[config.mk]
export PLATFORM = sky130hd
export DESIGN_NAME = sshh_scan_unit
export DESIGN_NICKNAME = d
export VERILOG_FILES = /design/src/design/sshh_pkg.sv /design/src/design/sshh_scan_unit.sv
export SDC_FILE = /design/constraint.sdc
export NUM_CORES = 1
export LEC_CHECK = 0
export BUFFER_PORTS_ARGS = -buffer_cell sky130_fd_sc_hd__buf_2
export CAP_MARGIN = 10
export CORE_ASPECT_RATIO = 0.9
export CORE_MARGIN = 1
export CORE_UTILIZATION = 40
export CTS_CLUSTER_DIAMETER = 200
export CTS_CLUSTER_SIZE = 12
export DETAILED_ROUTE_END_ITERATION = 8
export PLACE_DENSITY = 0.69
export SYNTH_ARGS = -nofsm -noshare
export SYNTH_HDL_FRONTEND = slang
export SYNTH_SLANG_ARGS = --single-unit
[constraint.sdc]
create_clock -name clock -period 9.9 [get_ports clock]
set_clock_uncertainty 0.15 [all_clocks]
set_input_delay 1.485 -clock clock [delete_from_list [all_inputs] [get_ports clock]]
set_output_delay 1.485 -clock clock [all_outputs]
set_load 0.1 [all_outputs]
[src/design/sshh_pkg.sv]
// package for the space-saving heavy hitter table
// holds entry layout, status codes, sequencer states and shared helpers; no dependencies
`timescale 1ns / 1ps
`default_nettype none

package sshh_pkg;

   localparam int ENTRIES_DEF = 256;
   localparam int ID_W        = 32;
   localparam int CNT_W       = 32;
   localparam int SLOT_W      = 8;
   localparam int STATUS_W    = 2;

   localparam logic [STATUS_W-1:0] ST_HIT     = 2'd0;
   localparam logic [STATUS_W-1:0] ST_INSERT  = 2'd1;
   localparam logic [STATUS_W-1:0] ST_REPLACE = 2'd2;
   localparam logic [STATUS_W-1:0] ST_REJECT  = 2'd3;

   typedef struct packed {
      logic [ID_W-1:0]  id;
      logic [CNT_W-1:0] count;
      logic [CNT_W-1:0] overcount;
   } entry_type;

   // control from the sequencer to the compare unit
   typedef struct packed {
      logic clear;
      logic eval;
      logic first;
   } scan_ctl_type;

   typedef enum logic [3:0] {
      S_IDLE   = 4'b0001,
      S_SCAN   = 4'b0010,
      S_DRAIN  = 4'b0100,
      S_DECIDE = 4'b1000
   } seq_state_type;

   function automatic logic [CNT_W-1:0] sat_inc(input logic [CNT_W-1:0] v);
      sat_inc = (v == {CNT_W{1'b1}}) ? v : v + 1'b1;
   endfunction

endpackage

`default_nettype wire

[src/design/sshh_scan_unit.sv]
// shared compare unit: checks each table entry read back for an id match and
// keeps the running minimum (count, then largest overcount, then lowest slot)
// depends on sshh_pkg
`timescale 1ns / 1ps
`default_nettype none

module sshh_scan_unit #(
   parameter int ENTRIES = sshh_pkg::ENTRIES_DEF,
   localparam int IDX_W  = (ENTRIES > 1) ? $clog2(ENTRIES) : 1
) (
   input  wire                         clock,
   input  wire sshh_pkg::scan_ctl_type ctl,
   input  wire [sshh_pkg::ID_W-1:0]    key_id,
   input  wire sshh_pkg::entry_type    rd_entry,
   input  wire [IDX_W-1:0]             rd_idx,
   output logic                        match_found,
   output logic [IDX_W-1:0]            match_idx,
   output sshh_pkg::entry_type         match_entry,
   output logic [IDX_W-1:0]            best_idx,
   output sshh_pkg::entry_type         best_entry
);

   logic                match_ff, match_in;
   logic [IDX_W-1:0]    match_idx_ff;
   sshh_pkg::entry_type match_entry_ff;
   logic [IDX_W-1:0]    best_idx_ff;
   sshh_pkg::entry_type best_entry_ff;
   logic                is_match;
   logic                is_better;

   assign is_match  = ctl.eval && (rd_entry.id == key_id);
   assign is_better = ctl.eval && (ctl.first ||
                      (rd_entry.count < best_entry_ff.count) ||
                      ((rd_entry.count == best_entry_ff.count) &&
                       (rd_entry.overcount > best_entry_ff.overcount)));

   always_comb begin
      match_in = match_ff;
      if (ctl.clear) begin
         match_in = 1'b0;
      end else if (is_match) begin
         match_in = 1'b1;
      end
   end

   always_ff @(posedge clock) begin
      match_ff <= match_in;
      if (is_match) begin
         match_idx_ff   <= rd_idx;
         match_entry_ff <= rd_entry;
      end
      if (is_better) begin
         best_idx_ff   <= rd_idx;
         best_entry_ff <= rd_entry;
      end
   end

   assign match_found = match_ff;
   assign match_idx   = match_idx_ff;
   assign match_entry = match_entry_ff;
   assign best_idx    = best_idx_ff;
   assign best_entry  = best_entry_ff;

endmodule

`default_nettype wire

Yosys cells after proc, flatten, opt, wreduce, memory -nomap -nowiden
Cells that the tools add are included. Widths: inputs -> output; s select.

Input port bits: 140. Register bits: 209. Logic and storage cells: 18.

Equal/unequal tests: 2. $lt $le $gt $ge: 2. Reduce and logical (&&, ||, !) cells: 5.

Operator list (number): $eq 32x32->1 (2); $gt 32x32->1 (1); $lt 32x32->1 (1); $logic_and 1x1->1 (3); $logic_or 1x1->1 (2).

Longest topological paths before layout
Word-level depth: 4. Depth in mapped cells: 8.

Worst setup path after synthesis
Ideal clock, no wire load.

Path kind: input-to-reg. Start point: in key_id[19] (netlist name). End point: reg match_entry_ff, in the netlist match_entry[0] (enable). Stages on the path: 4. Data arrival time: 9122 ps. Data required time: 9053 ps. Setup slack: -69 ps. Path through: xor2_1 nor4_1 nand3_1 nor3_1.

Cells in the longest elaborated chain, start to end: 2.

Ends and longest elaborated chain: from (decl) (line sshh_scan_unit.sv:13) `input wire [sshh_pkg::ID_W-1:0] key_id,`; $eq 32x32->1 (line sshh_scan_unit.sv:31) `assign is_match = ctl.eval && (rd_entry.id == key_id);`; $logic_and 1x1->1 (line sshh_scan_unit.sv:31); via is_match (line sshh_scan_unit.sv:28) `logic is_match;`; to (signal assigned) (line sshh_scan_unit.sv:50) `match_entry_ff <= rd_entry;`; to (decl) (line sshh_scan_unit.sv:25) `sshh_pkg::entry_type match_entry_ff;`.

The timed path passes the listed nets, and every way through them passes these cells. A chain may end at the register's enable or synchronous reset.

Worst setup path in the final report
Start point: in rd_entry[11] (netlist name). End point: reg best_entry_ff, in the netlist best_entry[41] (enable).

Cells in the longest elaborated chain, start to end: 4.

Ends and longest elaborated chain: from (decl) (line sshh_scan_unit.sv:14) `input wire sshh_pkg::entry_type rd_entry,`; $gt 32x32->1 (line sshh_scan_unit.sv:35) `(rd_entry.overcount > best_entry_ff.overcount)));`; $logic_and 1x1->1 (line sshh_scan_unit.sv:34) `((rd_entry.count == best_entry_ff.count) &&`; $logic_or 1x1->1 (line sshh_scan_unit.sv:33) `(rd_entry.count < best_entry_ff.count) ||`; $logic_and 1x1->1 (line sshh_scan_unit.sv:32) `assign is_better = ctl.eval && (ctl.first ||`; via is_better (line sshh_scan_unit.sv:29) `logic is_better;`; to (signal assigned) (line sshh_scan_unit.sv:54) `best_entry_ff <= rd_entry;`; to (decl) (line sshh_scan_unit.sv:27) `sshh_pkg::entry_type best_entry_ff;`.

The timed path passes the listed nets, and every way through them passes these cells.

==> run_results.csv <==
group,metric,value,unit
clock_tree,path_clk_slew,0.06,ns
floorplanning,die_w,153.5,um
synthesis,synth_largest_area_cell,"edfxtp_1",
power,power.density,201.7,nW/um^2
synthesis,synth_common_cells,"edfxtp_1, inv_1, ha_1",
worst_setup_path,start_kind,"input pin",
power,peakVddDrop,140.3,uV
clock_tree,numCtsBuffers,21,
worst_setup_path,cp-end-kind,"register",
timing,relSlewSlack,45.81,%
clock_tree,clk_latency,0.50,ns
routing,vias_per_cell,4.776,
min_path,hold_depth,2,
floorplanning,ios,349,
cells_and_area,antennaDiodeCount,0,
worst_setup_path,r2r_cells,9,
global_routing,grt_overflow,0,
clock_tree,clock_path_buffers,3,
worst_setup_path,reg2reg_slack,6.00,ns
routing,firstDrtPassIters,4,
synthesis,synth.most_common_cell,"edfxtp_1",
timing,slew_violations,0,
synthesis,ys.flop_type,"edfxtp_1",
floorplanning,die_area,21230,um^2
worst_setup_path,crit_arrival,4.59,ns
job,maxCapViolations,0,
min_path,hp-class,"register to register",
global_routing,grt_max_degree,60,
clock_tree,cts_hold_buffers,0,
synthesis,synth-edff-count,208,
placed_design,port_buffers,348,
worst_setup_path,crit_type,"input pin to register",
timing,fmax,216.4,MHz
routing,wire_per_inst,17.22,um
floorplanning,initial_utilization,41.08,%
timing,fin_crit,4.620,ns
min_path,whs_endpoint,"match_found",
synthesis,synth_area,8262,um^2
placed_design,dp.cells,1089,
cells_and_area,nets,1061,
synthesis,yosysTopAreaCellShare,75.60,%
timing,finalCritPeriodShare,46.67,%
placed_design,dp_slack,4.736,ns
routing,ant_nets,0,
cells_and_area,final_util,54.37,%
global_routing,antenna_found_initial,0,
floorplanning,num_rows,49,
clock_tree,cts_setup_buffers,0,
timing,worst_pin_slew,0.8128,ns
power,leakagePower,0.004830,uW
floorplanning,fp.dieH,138.3,um
synthesis,synth-seq-area-share,75.84,%
global_routing,grt_pass1_wl,28940,um
cells_and_area,drive_gt1_share,44.15,%
cells_and_area,multi_input_area,1775,um^2
cells_and_area,fillers,1703,
floorplanning,core_area,20110,um^2
synthesis,yosys-top-cells-area,"edfxtp_1, ha_1, xor2_1",
placed_design,dp_hpwl,14510,um
worst_setup_path,r2r-end,"best_entry[41]",
timing,setup_slack,5.280,ns
worst_setup_path,cp_max_fo,59,
synthesis,async_flop_share,0,%
global_routing,grt_use_total,17.73,%
synthesis,synthCells,483,
synthesis,ys_types,28,
routing,drtIter0Drc,195,
outcome,status,"completed",
synthesis,yosys_warnings,0,
worst_setup_path,r2r_start,"best_entry[11]",
worst_setup_path,critPathRequiredTime,9.87,ns
clock_tree,htreeDepth,1,
synthesis,ys_ff_latch,209,
routing,vias,5340,
routing,drc,0,
clock_tree,ctsRootBufferMaster,"clkbuf_16",
clock_tree,cts_resized,0,
synthesis,synth_area_per_cell,17.10,um^2
global_routing,grt_pass1_vias,5273,
timing,hold_viol_final,0,
routing,drt_wl_total,19250,um
cells_and_area,final-seq-area,6266,um^2
min_path,min_from,"match_found",
clock_tree,cts_tree,"yes",
cells_and_area,fin_cells,1118,
timing,fin_tns_setup,0,ns
timing,setup_violations,0,
timing,rsz0062_at_grt,"no",
cells_and_area,syn2layout_area_growth,32.35,%
placed_design,routabilityCongestion,0.8049,
clock_tree,clock-sinks,209,
synthesis,synth_nets,687,
flip-flops by register name, indices dropped and copies added (netlist names):
name	cells
best_entry	96
match_entry	96
match_found	1
match_idx	8
best_idx	8
worst max-delay path, cell delays in order:
cell     delay [ns]
buf_2          0.12
ha_1           0.32
nand4_1        0.14
or4_4          0.57
a21oi_2        0.12
o31ai_1        0.08
a221o_1        0.40
nand3_4        0.51
buf_4          0.72
metal layers:
| layer | global-route usage, % | share of wire, % |
|---|---|---|
| met3 | 5.298 | 7.9 |
| met4 | 5.632 | 2.8 |
| met5 | 0 | 0 |
| met1 | 22.23 | 42 |
| met2 | 29.47 | 48 |
area by class of cell:
class                      count  share of cell area (%)
sequential                   209                   57.31
multi-input combinational    209                   16.24
timing repair buffer         351                   16.13
clock buffer                  27                   5.012
tap                          255                   2.918
inverter                      65                   2.231
clock inverter                 2                  0.1602
cell families after synthesis:
kind of cell             Yosys count  synth area share, %
flip-flops                       209                75.84
buffers and inverters             65                2.953
AND/OR/NAND/NOR                   65                4.528
adder cells (fa/ha/maj)           64                9.693
AO/OA/AOI/OAI                     48                3.589
XOR/XNOR                          32                3.392
cell usage in the layout (no fill, tap or decap), drive strengths merged:
master  Yosys  layout
nand2b      1       1
nor2b       2       2
a221o       4       4
o211ai      3       3
clkbuf      0      27
a21oi      26      26
nor3        3       3
nand3      11      11
and4        3       3
o21ai       6       6
o31ai       2       2
or4         1       1
dfxtp       1       1
a21boi      1       1
a221oi      2       2
nand2      16      16
xor2       31      31
inv        65      67
nor2        6       6
buf         0     351
edfxtp    208     208
a21o        3       3
a211oi      1       1
ha         64      64
nand4      12      12
nor4       10      10
xnor2       1       1
report_power, final:
group | leakage (uW) | switching, uW | internal [uW]
logic | 0.00260 | 383 | 84.9
clock network | 0.000275 | 311 | 386
registers | 0.00196 | 15.9 | 1020
total | 0.00483 | 710 | 1500
per-stage QoR:
stage / hold WS, ns / instance area, um^2 / total power (uW)
after global placement: 0.3011 / 10370 / 1526
after detailed placement: 0.3140 / 10370 / 1530
after floorplan: 0.7713 / 8267 / 1424
after CTS: 0.3327 / 10930 / 2233
after global routing: 0.3757 / 10930 / 2286
final: 0.3246 / 10930 / 2205
worst max-delay path by stage:
stage | startpoint | endpoint | slack, ns | cells after the start
finish | rd_entry[11] | best_entry[41] | 5.28 | 9
global route | rd_entry[62] | best_entry[35] | 5.10 | 9
CTS | rd_entry[11] | best_entry[79] | 5.27 | 9
detailed placement | rd_entry[11] | best_idx[2] | 4.74 | 9
global placement | rd_entry[11] | best_idx[2] | 4.79 | 9
floorplan | key_id[21] | match_entry[0] | 3.12 | 4
No activity file was read; power rests on OpenSTA's default activity.
